[src/rtl/core/qvt_pkg.sv]
`timescale 1ns / 1ps
// ----------------------------------------------------------------------------
// qvt_pkg
// Shared types, widths and helpers for the quad vertex transform block.
// ----------------------------------------------------------------------------
package qvt_pkg;

   localparam int MAX_QUADS   = 8192;
   localparam int COUNT_W     = 14;
   localparam int SLOT_W      = 15;
   localparam int INDEX_W     = 16;
   localparam int POS_W       = 24;
   localparam int CRD_W       = 25;
   localparam int COEF_W      = 16;
   localparam int ROW_W       = 48;
   localparam int SHIFT_W     = 32;
   localparam int VERT_W      = 32;
   localparam int COLOR_W     = 32;
   localparam int CHAN_W      = 9;
   localparam int PROD_W      = COEF_W + CRD_W;
   localparam int SUM_W       = PROD_W + 2;
   localparam int FRAC_W      = 8;
   localparam int DIV_W       = SUM_W - FRAC_W;
   localparam int ACC_W       = DIV_W + 1;
   localparam int CSR_ADDR_W  = 6;
   localparam int CSR_DATA_W  = 64;
   localparam int CSR_IDX_W   = 3;
   localparam int QUEUE_DEPTH = 2;
   localparam int QPTR_W      = 1;
   localparam int QCNT_W      = 2;

   typedef enum logic [1:0] {
      KIND_VERTEX = 2'd0,
      KIND_FLUSH  = 2'd1,
      KIND_DROP   = 2'd2
   } kind_type;

   typedef enum logic {
      ACT_SUBMIT = 1'b0,
      ACT_FLUSH  = 1'b1
   } action_type;

   typedef enum logic [CSR_IDX_W-1:0] {
      REG_ROW_X   = 3'd0,
      REG_ROW_Y   = 3'd1,
      REG_ROW_Z   = 3'd2,
      REG_SHIFT_X = 3'd3,
      REG_SHIFT_Y = 3'd4,
      REG_SHIFT_Z = 3'd5
   } csr_reg_type;

   typedef struct packed {
      logic [ROW_W-1:0]          row_x;
      logic [ROW_W-1:0]          row_y;
      logic [ROW_W-1:0]          row_z;
      logic signed [SHIFT_W-1:0] shift_x;
      logic signed [SHIFT_W-1:0] shift_y;
      logic signed [SHIFT_W-1:0] shift_z;
   } xform_type;

   typedef struct packed {
      kind_type                kind;
      logic signed [POS_W-1:0] pos_x;
      logic signed [POS_W-1:0] pos_y;
      logic signed [POS_W-1:0] pos_z;
      logic signed [CRD_W-1:0] end_x;
      logic signed [CRD_W-1:0] end_y;
      logic [COLOR_W-1:0]      color;
      logic [SLOT_W-1:0]       slot_base;
      logic [INDEX_W-1:0]      index_total;
   } cmd_type;

   typedef struct packed {
      kind_type           kind;
      logic [COLOR_W-1:0] color;
      logic [SLOT_W-1:0]  slot;
      logic [INDEX_W-1:0] index_total;
      logic               last;
   } meta_type;

   // v * 255 / 256, clamped to a byte
   function automatic logic [7:0] channel_byte(input logic [CHAN_W-1:0] v);
      logic [CHAN_W+7:0] prod;
      prod = {v, 8'd0} - {8'd0, v};
      if (prod[CHAN_W+7]) begin
         return 8'hFF;
      end
      return prod[CHAN_W+6:8];
   endfunction

endpackage

[src/rtl/core/qvt_cmd_queue.sv]
`timescale 1ns / 1ps
// ----------------------------------------------------------------------------
// qvt_cmd_queue
// Two-entry command queue between the front end and the vertex back end.
// ----------------------------------------------------------------------------
module qvt_cmd_queue (
   input  logic             clock,
   input  logic             reset,
   input  logic             wr_en,
   input  qvt_pkg::cmd_type wr_cmd,
   output logic             q_full,
   input  logic             rd_en,
   output logic             rd_valid,
   output qvt_pkg::cmd_type rd_cmd
);

   qvt_pkg::cmd_type            entry_ff [qvt_pkg::QUEUE_DEPTH];
   logic [qvt_pkg::QPTR_W-1:0]  wr_ptr_ff;
   logic [qvt_pkg::QPTR_W-1:0]  rd_ptr_ff;
   logic [qvt_pkg::QCNT_W-1:0]  count_ff;

   assign q_full   = count_ff == qvt_pkg::QCNT_W'(qvt_pkg::QUEUE_DEPTH);
   assign rd_valid = count_ff != '0;
   assign rd_cmd   = entry_ff[rd_ptr_ff];

   always_ff @(posedge clock) begin
      if (wr_en) begin
         entry_ff[wr_ptr_ff] <= wr_cmd;
      end
   end

   always_ff @(posedge clock) begin
      if (reset) begin
         wr_ptr_ff <= '0;
         rd_ptr_ff <= '0;
         count_ff  <= '0;
      end else begin
         if (wr_en) begin
            wr_ptr_ff <= wr_ptr_ff + 1'b1;
         end
         if (rd_en) begin
            rd_ptr_ff <= rd_ptr_ff + 1'b1;
         end
         count_ff <= count_ff + qvt_pkg::QCNT_W'(wr_en) - qvt_pkg::QCNT_W'(rd_en);
      end
   end

endmodule

[config.mk]
export PLATFORM = sky130hd
export DESIGN_NAME = qvt_cmd_queue
export DESIGN_NICKNAME = d
export VERILOG_FILES = /design/src/rtl/core/qvt_pkg.sv /design/src/rtl/core/qvt_cmd_queue.sv
export SDC_FILE = /design/constraint.sdc
export NUM_CORES = 1
export LEC_CHECK = 0
export ABC_AREA = 1
export BUFFER_PORTS_ARGS = -buffer_cell sky130_fd_sc_hd__clkbuf_2
export CORE_MARGIN = 2
export CORE_UTILIZATION = 45
export DETAILED_ROUTE_END_ITERATION = 8
export GPL_ROUTABILITY_DRIVEN = 1
export GPL_TIMING_DRIVEN = 0
export HOLD_SLACK_MARGIN = 0.02
export PLACE_DENSITY = 0.71
export SYNTH_ARGS = -nofsm -noshare
export SYNTH_HDL_FRONTEND = slang
export SYNTH_SLANG_ARGS = --single-unit
[constraint.sdc]
create_clock -name clock -period 9.65 [get_ports clock]
set_input_delay 1.4475 -clock clock [delete_from_list [all_inputs] [get_ports clock]]
set_output_delay 1.4475 -clock clock [all_outputs]
set_load 0.02 [all_outputs]
==> summary.md <==
| Metric | Value |
|---|---|
| Status | completed |
| Pwr Total | 0.00381 W |
| First-pass DRT Iterations | 4 |
| Via count | 7132 |
| Seq cells post-synth | 379 |
| Largest cells by area after synthesis | edfxtp_1, mux2_4, mux2_2, buf_6, dfxtp_1 |
| Mapped Area | 14300 µm² |
| Die ar. | 33100 µm² |
| Worst-Skew Late Latency | 0.51 ns |
| Rows | 65 |
| Mapped Cells | 613 |
| Starting Density | 45.4% |
| Max frequency | 0.297 GHz |
| Layout area overhead | 26.4% |
| Cts hold-fix bufs | 0 |
| H-tree depth | 2 |
| DRT Wirelength | 27400 µm |
| Slew Viols, Final | 0 |
| Final period utilization | 34.9% |
| First DRT Iteration DRCs | 312 |
| Hold Path Class | register to register |
| Drt wl/cell | 18.6 µm |
| TritonCTS Buffers | 39 |
| Slew HR | 54.3% |
| Final Util | 57.4% |
| Reg2reg start | wr_ptr_ff |
| GP Congestion | 0.718 |
| Synth warn | 0 |
| Sink Count | 379 |
| Crit path DAT | 1.92 ns |
| Post_cts resized | 0 |
| Post-route ant nets | 0 |
| Post-CTS Setup Bufs | 0 |
| Antenna violations before repair | 0 |
| Core footprint | 31400 µm² |
| Clock buffer depth | 3 |
| Post-detail-place hpwl | 19200 µm |
| CTS tree | yes |
| Mapped Avg Cell Area | 23.3 µm² |
| VDD IR max | 0.149 mV |
| Top cell type's share of synthesized area | 78.8% |
| Critical path type | register to output pin |
| Synth unique cells | 14 |
| Worst Setup End Kind | output pin |
| Grt ovf | 0 |
| Residual DRC | 0 |
| PwrDens | 211 nW/µm² |
| WP data required | 8.20 ns |
| # IOs | 380 |
| Max-cap viol count | 0 |
| CP startpoint kind | register |
| Crit-path max FO | 10 |
| Die width | 182 µm |
| Via density | 4.84 |
| Post-synthesis sequential area ratio | 79.5% |
| Unrepaired setup endpoints after global routing | false |
| Vias in the first global route | 7427 |
| Reg clk slew, reported paths | 0.06 ns |
| Inserted Diodes | 0 |
| Largest net degree at the start of global routing | 103 |
| Setup clock skew after layout | 0.0122 ns |
| Worst Hold Launch | rd_ptr_ff |
| Root Driver | clkbuf_16 |
| Final setup violating endpoints | 0 |
| Layout cells sized above 1 | 60.1% |
| Least-Margin Pin Slew | 0.685 ns |
| Die H | 182 µm |
| Final hold vios | 0 |
| Nets@finish | 1234 |
| Leakage | 7.16 nW |
| Final min period | 3.37 ns |
| Total GRT Usage | 16.1% |
| First-pass GRT wire length | 40700 µm |
| Setup tns final | 0 ns |
| Top cell type by total area after synthesis | edfxtp_1 |
| PortBufs | 379 |
| Synth Net Count | 806 |
==> final cells by class <==
type | instances | area (µm²)
Tap cell | 402 | 503
Inverter | 8 | 37.5
Buffer | 21 | 205
Clock buffer | 57 | 1090
Fill cell | 2431 | 13400
Timing Repair Buffer | 387 | 2070
Multi-Input combinational cell | 205 | 2700
Clock inverter | 14 | 90.1
Sequential cell | 379 | 11300
==> cell families after synthesis <==
| kind of cell | share of synthesized area (%) |
|---|---|
| buffers and inverters | 1.65 |
| xor gates and xnor gates | 0.0615 |
| AOI/OAI and AO/OA | 0.0351 |
| muxes | 18.2 |
| DFF | 79.5 |
| adders and majority gates | 0.176 |
| and+or+nand+nor | 0.386 |
==> critical path, stage by stage, from the launching register on <==
cell	delay, ns
dfxtp_1	0.32
buf_6	0.13
buf_6	0.21
buf_6	0.23
mux2_4	0.31
clkbuf_2	0.19
==> sequential cells by signal, indices dropped and copies added, names as in the netlist, named ones only <==
signal and count:
count_ff 2, entry_ff 374, rd_ptr_ff 1, wr_ptr_ff 1
==> layout by cell type, fill, tap and decap left out, types with 2 or more instances in the layout <==
cell type / netlist / routed
clkinv_2: 0 / 3
buf_12: 0 / 6
ha_1: 2 / 2
clkbuf_2: 0 / 379
buf_16: 0 / 2
dfxtp_1: 5 / 5
mux2_2: 57 / 57
clkbuf_1: 0 / 16
clkinvlp_4: 0 / 2
buf_2: 5 / 5
buf_6: 16 / 16
edfxtp_1: 374 / 374
nor2_1: 7 / 6
mux2_4: 130 / 130
nand2_1: 5 / 5
clkinv_1: 0 / 8
clkbuf_16: 0 / 41
inv_1: 8 / 7
==> stage by stage <==
step | worst slack (ns) | area [µm²] | hold WS (ns) | cells
global placement | -0.00967 | 16700 | 0.503 | 1394
finish | 6.28 | 18000 | 0.518 | 1473
floorplan | 2.87 | 14300 | 0.480 | 613
detailed placement | 6.44 | 16800 | 0.497 | 1402
CTS | 6.22 | 18000 | 0.521 | 1473
global route | 6.17 | 18000 | 0.557 | 1473
==> worst paths after layout <==
check / slack, ns / cells after the start / to
setup / recovery: 6.28 / 5 / rd_cmd[83]
hold / removal: 0.52 / 2 / register
setup reg to reg: 7.67 / 3 / entry_ff[1][99]
hold reg to reg: 0.52 / 2 / register
==> cells in the mapped netlist (all sizes together) <==
cell	count
nor2	7
nand2	5
edfxtp	374
mux2	187
nor3	1
nand3	1
dfxtp	5
inv	8
xnor2	1
ha	2
buf	21
a21oi	1
==> power by group <==
group,internal (W),switching (W),total (W)
Clock,0.000807,0.000572,0.00138
Sequential,0.00191,0.0000197,0.00193
Combinational,0.000221,0.000281,0.000502
Total,0.00294,0.000873,0.00381
==> per-layer routing <==
metal	track usage [%]	part of all wire (%)
met2	28.4	51
met1	17.6	36
met3	6.26	9.1
met5	0	0
met4	6.03	3.2
Power figures use the tool's default switching activity.
