===== src/rtl/core/qvt_pkg.sv =====
`timescale 1ns / 1ps
// ----------------------------------------------------------------------------
// qvt_pkg
// Shared types, widths and helpers for the quad vertex transform block.
// ----------------------------------------------------------------------------
package qvt_pkg;

   localparam int MAX_QUADS   = 8192;
   localparam int COUNT_W     = 14;
   localparam int SLOT_W      = 15;
   localparam int INDEX_W     = 16;
   localparam int POS_W       = 24;
   localparam int CRD_W       = 25;
   localparam int COEF_W      = 16;
   localparam int ROW_W       = 48;
   localparam int SHIFT_W     = 32;
   localparam int VERT_W      = 32;
   localparam int COLOR_W     = 32;
   localparam int CHAN_W      = 9;
   localparam int PROD_W      = COEF_W + CRD_W;
   localparam int SUM_W       = PROD_W + 2;
   localparam int FRAC_W      = 8;
   localparam int DIV_W       = SUM_W - FRAC_W;
   localparam int ACC_W       = DIV_W + 1;
   localparam int CSR_ADDR_W  = 6;
   localparam int CSR_DATA_W  = 64;
   localparam int CSR_IDX_W   = 3;
   localparam int QUEUE_DEPTH = 2;
   localparam int QPTR_W      = 1;
   localparam int QCNT_W      = 2;

   typedef enum logic [1:0] {
      KIND_VERTEX = 2'd0,
      KIND_FLUSH  = 2'd1,
      KIND_DROP   = 2'd2
   } kind_type;

   typedef enum logic {
      ACT_SUBMIT = 1'b0,
      ACT_FLUSH  = 1'b1
   } action_type;

   typedef enum logic [CSR_IDX_W-1:0] {
      REG_ROW_X   = 3'd0,
      REG_ROW_Y   = 3'd1,
      REG_ROW_Z   = 3'd2,
      REG_SHIFT_X = 3'd3,
      REG_SHIFT_Y = 3'd4,
      REG_SHIFT_Z = 3'd5
   } csr_reg_type;

   typedef struct packed {
      logic [ROW_W-1:0]          row_x;
      logic [ROW_W-1:0]          row_y;
      logic [ROW_W-1:0]          row_z;
      logic signed [SHIFT_W-1:0] shift_x;
      logic signed [SHIFT_W-1:0] shift_y;
      logic signed [SHIFT_W-1:0] shift_z;
   } xform_type;

   typedef struct packed {
      kind_type                kind;
      logic signed [POS_W-1:0] pos_x;
      logic signed [POS_W-1:0] pos_y;
      logic signed [POS_W-1:0] pos_z;
      logic signed [CRD_W-1:0] end_x;
      logic signed [CRD_W-1:0] end_y;
      logic [COLOR_W-1:0]      color;
      logic [SLOT_W-1:0]       slot_base;
      logic [INDEX_W-1:0]      index_total;
   } cmd_type;

   typedef struct packed {
      kind_type           kind;
      logic [COLOR_W-1:0] color;
      logic [SLOT_W-1:0]  slot;
      logic [INDEX_W-1:0] index_total;
      logic               last;
   } meta_type;

   // v * 255 / 256, clamped to a byte
   function automatic logic [7:0] channel_byte(input logic [CHAN_W-1:0] v);
      logic [CHAN_W+7:0] prod;
      prod = {v, 8'd0} - {8'd0, v};
      if (prod[CHAN_W+7]) begin
         return 8'hFF;
      end
      return prod[CHAN_W+6:8];
   endfunction

endpackage


===== src/rtl/core/qvt_front.sv =====
`timescale 1ns / 1ps
// ----------------------------------------------------------------------------
// qvt_front
// Accepts request words, classifies them, keeps the quad count and forms
// the command handed to the vertex back end.
// ----------------------------------------------------------------------------
module qvt_front (
   input  logic                             clock,
   input  logic                             reset,
   input  logic                             push,
   input  logic                             q_full,
   input  logic                             req_action,
   input  logic signed [qvt_pkg::POS_W-1:0] req_pos_x,
   input  logic signed [qvt_pkg::POS_W-1:0] req_pos_y,
   input  logic signed [qvt_pkg::POS_W-1:0] req_pos_z,
   input  logic signed [qvt_pkg::POS_W-1:0] req_width,
   input  logic signed [qvt_pkg::POS_W-1:0] req_height,
   input  logic [qvt_pkg::CHAN_W-1:0]       req_red,
   input  logic [qvt_pkg::CHAN_W-1:0]       req_green,
   input  logic [qvt_pkg::CHAN_W-1:0]       req_blue,
   input  logic [qvt_pkg::CHAN_W-1:0]       req_alpha,
   output logic                             cmd_push,
   output qvt_pkg::cmd_type                 cmd
);

   logic [qvt_pkg::COUNT_W-1:0]   quad_count_ff;
   logic [qvt_pkg::COUNT_W-1:0]   quad_count_in;
   logic [qvt_pkg::INDEX_W:0]     total;
   logic                          batch_full;

   assign cmd_push   = push && !q_full;
   assign batch_full = quad_count_ff >= qvt_pkg::COUNT_W'(qvt_pkg::MAX_QUADS);
   assign total      = (qvt_pkg::INDEX_W+1)'(quad_count_ff) * (qvt_pkg::INDEX_W+1)'(6);

   always_comb begin
      cmd             = '0;
      cmd.pos_x       = req_pos_x;
      cmd.pos_y       = req_pos_y;
      cmd.pos_z       = req_pos_z;
      cmd.end_x       = qvt_pkg::CRD_W'(req_pos_x) + qvt_pkg::CRD_W'(req_width);
      cmd.end_y       = qvt_pkg::CRD_W'(req_pos_y) + qvt_pkg::CRD_W'(req_height);
      quad_count_in   = quad_count_ff;
      if (req_action == qvt_pkg::ACT_FLUSH) begin
         cmd.kind        = qvt_pkg::KIND_FLUSH;
         cmd.index_total = total[qvt_pkg::INDEX_W] ? '1 : total[qvt_pkg::INDEX_W-1:0];
         quad_count_in   = '0;
      end else if (batch_full) begin
         cmd.kind = qvt_pkg::KIND_DROP;
      end else begin
         cmd.kind      = qvt_pkg::KIND_VERTEX;
         cmd.color     = {qvt_pkg::channel_byte(req_alpha), qvt_pkg::channel_byte(req_blue),
                          qvt_pkg::channel_byte(req_green), qvt_pkg::channel_byte(req_red)};
         cmd.slot_base = {quad_count_ff[qvt_pkg::SLOT_W-3:0], 2'b00};
         quad_count_in = quad_count_ff + 1'b1;
      end
   end

   always_ff @(posedge clock) begin
      if (reset) begin
         quad_count_ff <= '0;
      end else if (cmd_push) begin
         quad_count_ff <= quad_count_in;
      end
   end

   a_count_bound: assert property (@(posedge clock) disable iff (reset)
      quad_count_ff <= qvt_pkg::COUNT_W'(qvt_pkg::MAX_QUADS))
      else $error("quad count beyond batch limit");

endmodule


===== config.mk =====
export PLATFORM = sky130hd
export DESIGN_NAME = qvt_front
export DESIGN_NICKNAME = d
export VERILOG_FILES = /design/src/rtl/core/qvt_pkg.sv /design/src/rtl/core/qvt_front.sv
export SDC_FILE = /design/constraint.sdc
export NUM_CORES = 1
export LEC_CHECK = 0
export ABC_AREA = 1
export BUFFER_PORTS_ARGS = -buffer_cell sky130_fd_sc_hd__buf_4
export CORE_MARGIN = 2
export CORE_UTILIZATION = 30
export CTS_BUF_LIST = sky130_fd_sc_hd__clkbuf_4
export DETAILED_ROUTE_END_ITERATION = 8
export MAX_ROUTING_LAYER = met4
export PLACE_DENSITY = 0.55
export SLEW_MARGIN = 20
export SYNTH_ARGS = -nofsm -noshare
export SYNTH_HDL_FRONTEND = slang
export SYNTH_SLANG_ARGS = --single-unit

===== constraint.sdc =====
create_clock -name clock -period 3.04 [get_ports clock]
set_input_delay 0.304 -clock clock [delete_from_list [all_inputs] [get_ports clock]]
set_output_delay 0.304 -clock clock [all_outputs]
set_load 0.02 [all_outputs]

==> impl_metrics.py <==
metrics = {
    "run_status": {
        "outcome": "finished clean",
    },
    "clocking": {
        "cts.sink_count": 14,
        "cts_setup_buffers": 0,
        "cts_root_buffer": "clkbuf_4",
        "cts_hold_buf": 0,
        "cts_resized": 0,
        "cts.htree.levels": 1,
        "worstSkewPairLatency_ps": 280,
        "clk_pin_slew_ps": 90,
        "cts_buffer_depth": 2,
        "cts_tree": "done",
        "cts_buffers": 3,
    },
    "floorplan": {
        "die_y_um": 154,
        "die_w_um": 154,
        "die_area_sq_um": 23700,
        "pin_count": 349,
        "rows": 54,
        "initial_core_util_pct": 30.7,
        "core_sq_um": 22000,
    },
    "yosys": {
        "async_flop_share_pct": 0,
        "synth_most_common_cell": "nand2_1",
        "synth_ff_type": "dfxtp_1",
        "synth_area_leaders": "nand2_1, ha_1, inv_1",
        "synth-warning-count": 0,
        "ys_types": 39,
        "synth_common_cells": "nand2_1, inv_1, nor2_1",
        "synth_top_area_share_pct": 21.8,
        "synth_seq_cells": 14,
        "syn_area_sq_um": 6740,
        "synthSimpleGateAreaFrac_pct": 45.0,
        "synth_top_family_by_area": "simple AND/OR/NAND/NOR gates",
        "synth_adder_area_share_pct": 14.8,
        "synth_edf_count": 0,
        "synth_top_cell_by_area": "nand2_1",
        "synthMuxAreaShare_pct": 0,
        "synth_xor_area_share_pct": 6.35,
        "syn_avg_cell_area_sq_um": 5.37,
        "synth_cells": 1255,
        "ys_seq_area_share_pct": 4.16,
        "synth_compound_area_share_pct": 10.3,
    },
    "cells_and_area": {
        "final_area_sq_um": 8750,
        "diodes": 0,
        "drive_gt1_share_pct": 22.5,
        "largest_reg_flops": 14,
        "layout.nets": 1714,
        "largestRegisters": "quad_count_ff (14)",
        "synthToLayoutAreaGrowth_pct": 29.8,
        "max_flop_register": "quad_count_ff",
    },
    "drt": {
        "post_drt_via_cell_ratio": 4.68,
        "wl_per_cell_um": 14.0,
        "final_antenna_net_count": 0,
        "drc": 0,
        "routed_wl_um": 24500,
        "drt_iter0_markers": 462,
        "via_count": 8200,
        "first_pass_iters": 7,
    },
    "pwr": {
        "ir_drop_uv": 96.0,
        "power_w": 0.00186,
        "p_sw_share_pct": 53.7,
        "seqPwrFrac_pct": 9.9,
        "combPwrFrac_pct": 84.1,
        "p_int_w": 0.000861,
        "p_clk_share_pct": 5.9,
        "p_leak_nw": 5.01,
        "p_sw_w": 0.00100,
        "powerDensity_nw_per_um2": 213,
    },
    "global_route": {
        "grt_pass1_vias": 7657,
        "grt_util_met1_pct": 26.4,
        "grt.total_usage_pct": 20.3,
        "grt_remaining_overflow": 0,
        "grt_start_max_net_pins": 36,
        "grt_pass1_wl_um": 38800,
        "antenna_found_initial": 0,
        "met3_usage_pct": 2.11,
        "use_met2_pct": 34.7,
        "grt_most_used_layer": "met2",
    },
    "timing": {
        "finalHoldViolCount": 0,
        "skew_ps": 4.93,
        "fin_tns_setup_ps": 0,
        "finalSetupViolCount": 0,
        "fmax_mhz": 356,
        "maxSlewHeadroom_pct": 57.3,
        "fin_crit_sh_pct": 92.4,
        "hold_slack_ps": 284,
        "rsz0062_at_grt": "no",
        "fin_crit_ps": 2810,
        "tightestPinTransition_ps": 639,
        "slew_viol_final": 0,
    },
    "worst_setup_path": {
        "crit_type": "flop to output pin",
        "cp_slowest_cell": "fa_1",
        "crit_required_ps": 2740,
        "timing.critical_path.cells": "ha_1, fa_1, nand2_1, nand2_1, nand3_1, a21oi_2, o21ai_1, buf_4, o21ai_0, buf_4",
        "critPathLaunch": "quad_count_ff[1]",
        "cp_data_arrival_time_ps": 2500,
        "worstPathMaxFanout": 8,
        "cpPeakStageDelay_ps": 420,
        "r2r_slack_ps": 1210,
        "crit_path_end_kind": "output pin",
        "cp-start-kind": "flop",
        "rr_startpoint": "quad_count_ff[13]",
    },
    "run": {
        "drv_cap": 0,
    },
    "hold_path": {
        "min_path_type": "input pin to flop",
        "hp-start": "reset",
    },
    "placed_design": {
        "dp_hpwl_um": 21700,
        "place.gp.congestion": 0.974,
        "io_buffers": 298,
        "placed_area_sq_um": 8730,
    },
}
[worst max-delay path: cells and delay by family, from the launching register on]
| family | cells | cell delay, ps |
|---|---|---|
| DFF | 1 | 380 |
| and+or+nand+nor | 3 | 270 |
| adders and majority gates | 2 | 730 |
| AOI/OAI and AO/OA | 3 | 450 |
| buffers and inverters | 2 | 390 |
[routing by layer]
layer | share of wire [%] | up-vias | wire length [um]
met5 | 0 | - | 0
met4 | 1.5 | 0 | 377
met3 | 5.3 | 28 | 1300
met2 | 47 | 280 | 11600
met1 | 46 | 3548 | 11200
li1 | - | 4344 | -
[cell usage in the layout (no fill, tap or decap), drive strengths merged]
cell	synthesis	routed
nor2	169	169
xnor2	11	11
o21ai	25	25
clkbuf	3	3
o21bai	9	9
or2	6	6
fa	3	3
conb	1	2
nand3	84	84
nand2	395	395
xor2	37	37
dfxtp	14	14
a21oi	91	91
ha	75	75
a31o	1	1
inv	182	182
a31oi	1	1
and2	9	9
nand3b	5	5
o211ai	3	3
nor3	12	12
nand4	35	35
buf	84	301
[logic make-up after synthesis]
group | Yosys count
AO/OA/AOI/OAI | 130
XOR/XNOR | 48
adder cells (fa/ha/maj) | 78
buffers and inverters | 269
flip-flops | 14
other | 1
AND/OR/NAND/NOR | 715
[power by group through the flow]
stage	Clock [W]	Combinational [W]	Sequential, W
2_1_floorplan	0	0.000987	0.000189
3_3_place_gp	0	0.00157	0.000189
3_5_place_dp	0	0.00157	0.000189
4_1_cts	0.000116	0.00157	0.000185
5_1_grt	0.000123	0.00170	0.000185
6_report	0.000110	0.00157	0.000185
[per-stage QoR]
step | setup slack, ps | util (%) | instances
2_1_floorplan | 945 | - | 1256
3_3_place_gp | 644 | 39.8 | 1750
3_5_place_dp | 564 | 39.8 | 1750
4_1_cts | 227 | 39.9 | 1753
5_1_grt | 32.4 | 39.9 | 1753
6_report | 231 | 39.9 | 1753
[final cells by class]
cell class                      instances  area [sq um]
Sequential cell                        14           280
Multi-Input combinational cell        973          5160
Inverter                              182           683
Fill cell                            2493         13200
Tap cell                              280           350
Timing Repair Buffer                  301          2260
Clock buffer                            3          22.5
[path summary, 6_finish.rpt]
| check | to | depth (start not counted) |
|---|---|---|
| worst max-delay path | cmd[4] | 10 |
| worst min-delay path | quad_count_ff[3] | 2 |
| worst max register to register | quad_count_ff[13] | 8 |
| worst min register to register | quad_count_ff[8] | 2 |
(Power assumes the default switching activity.)
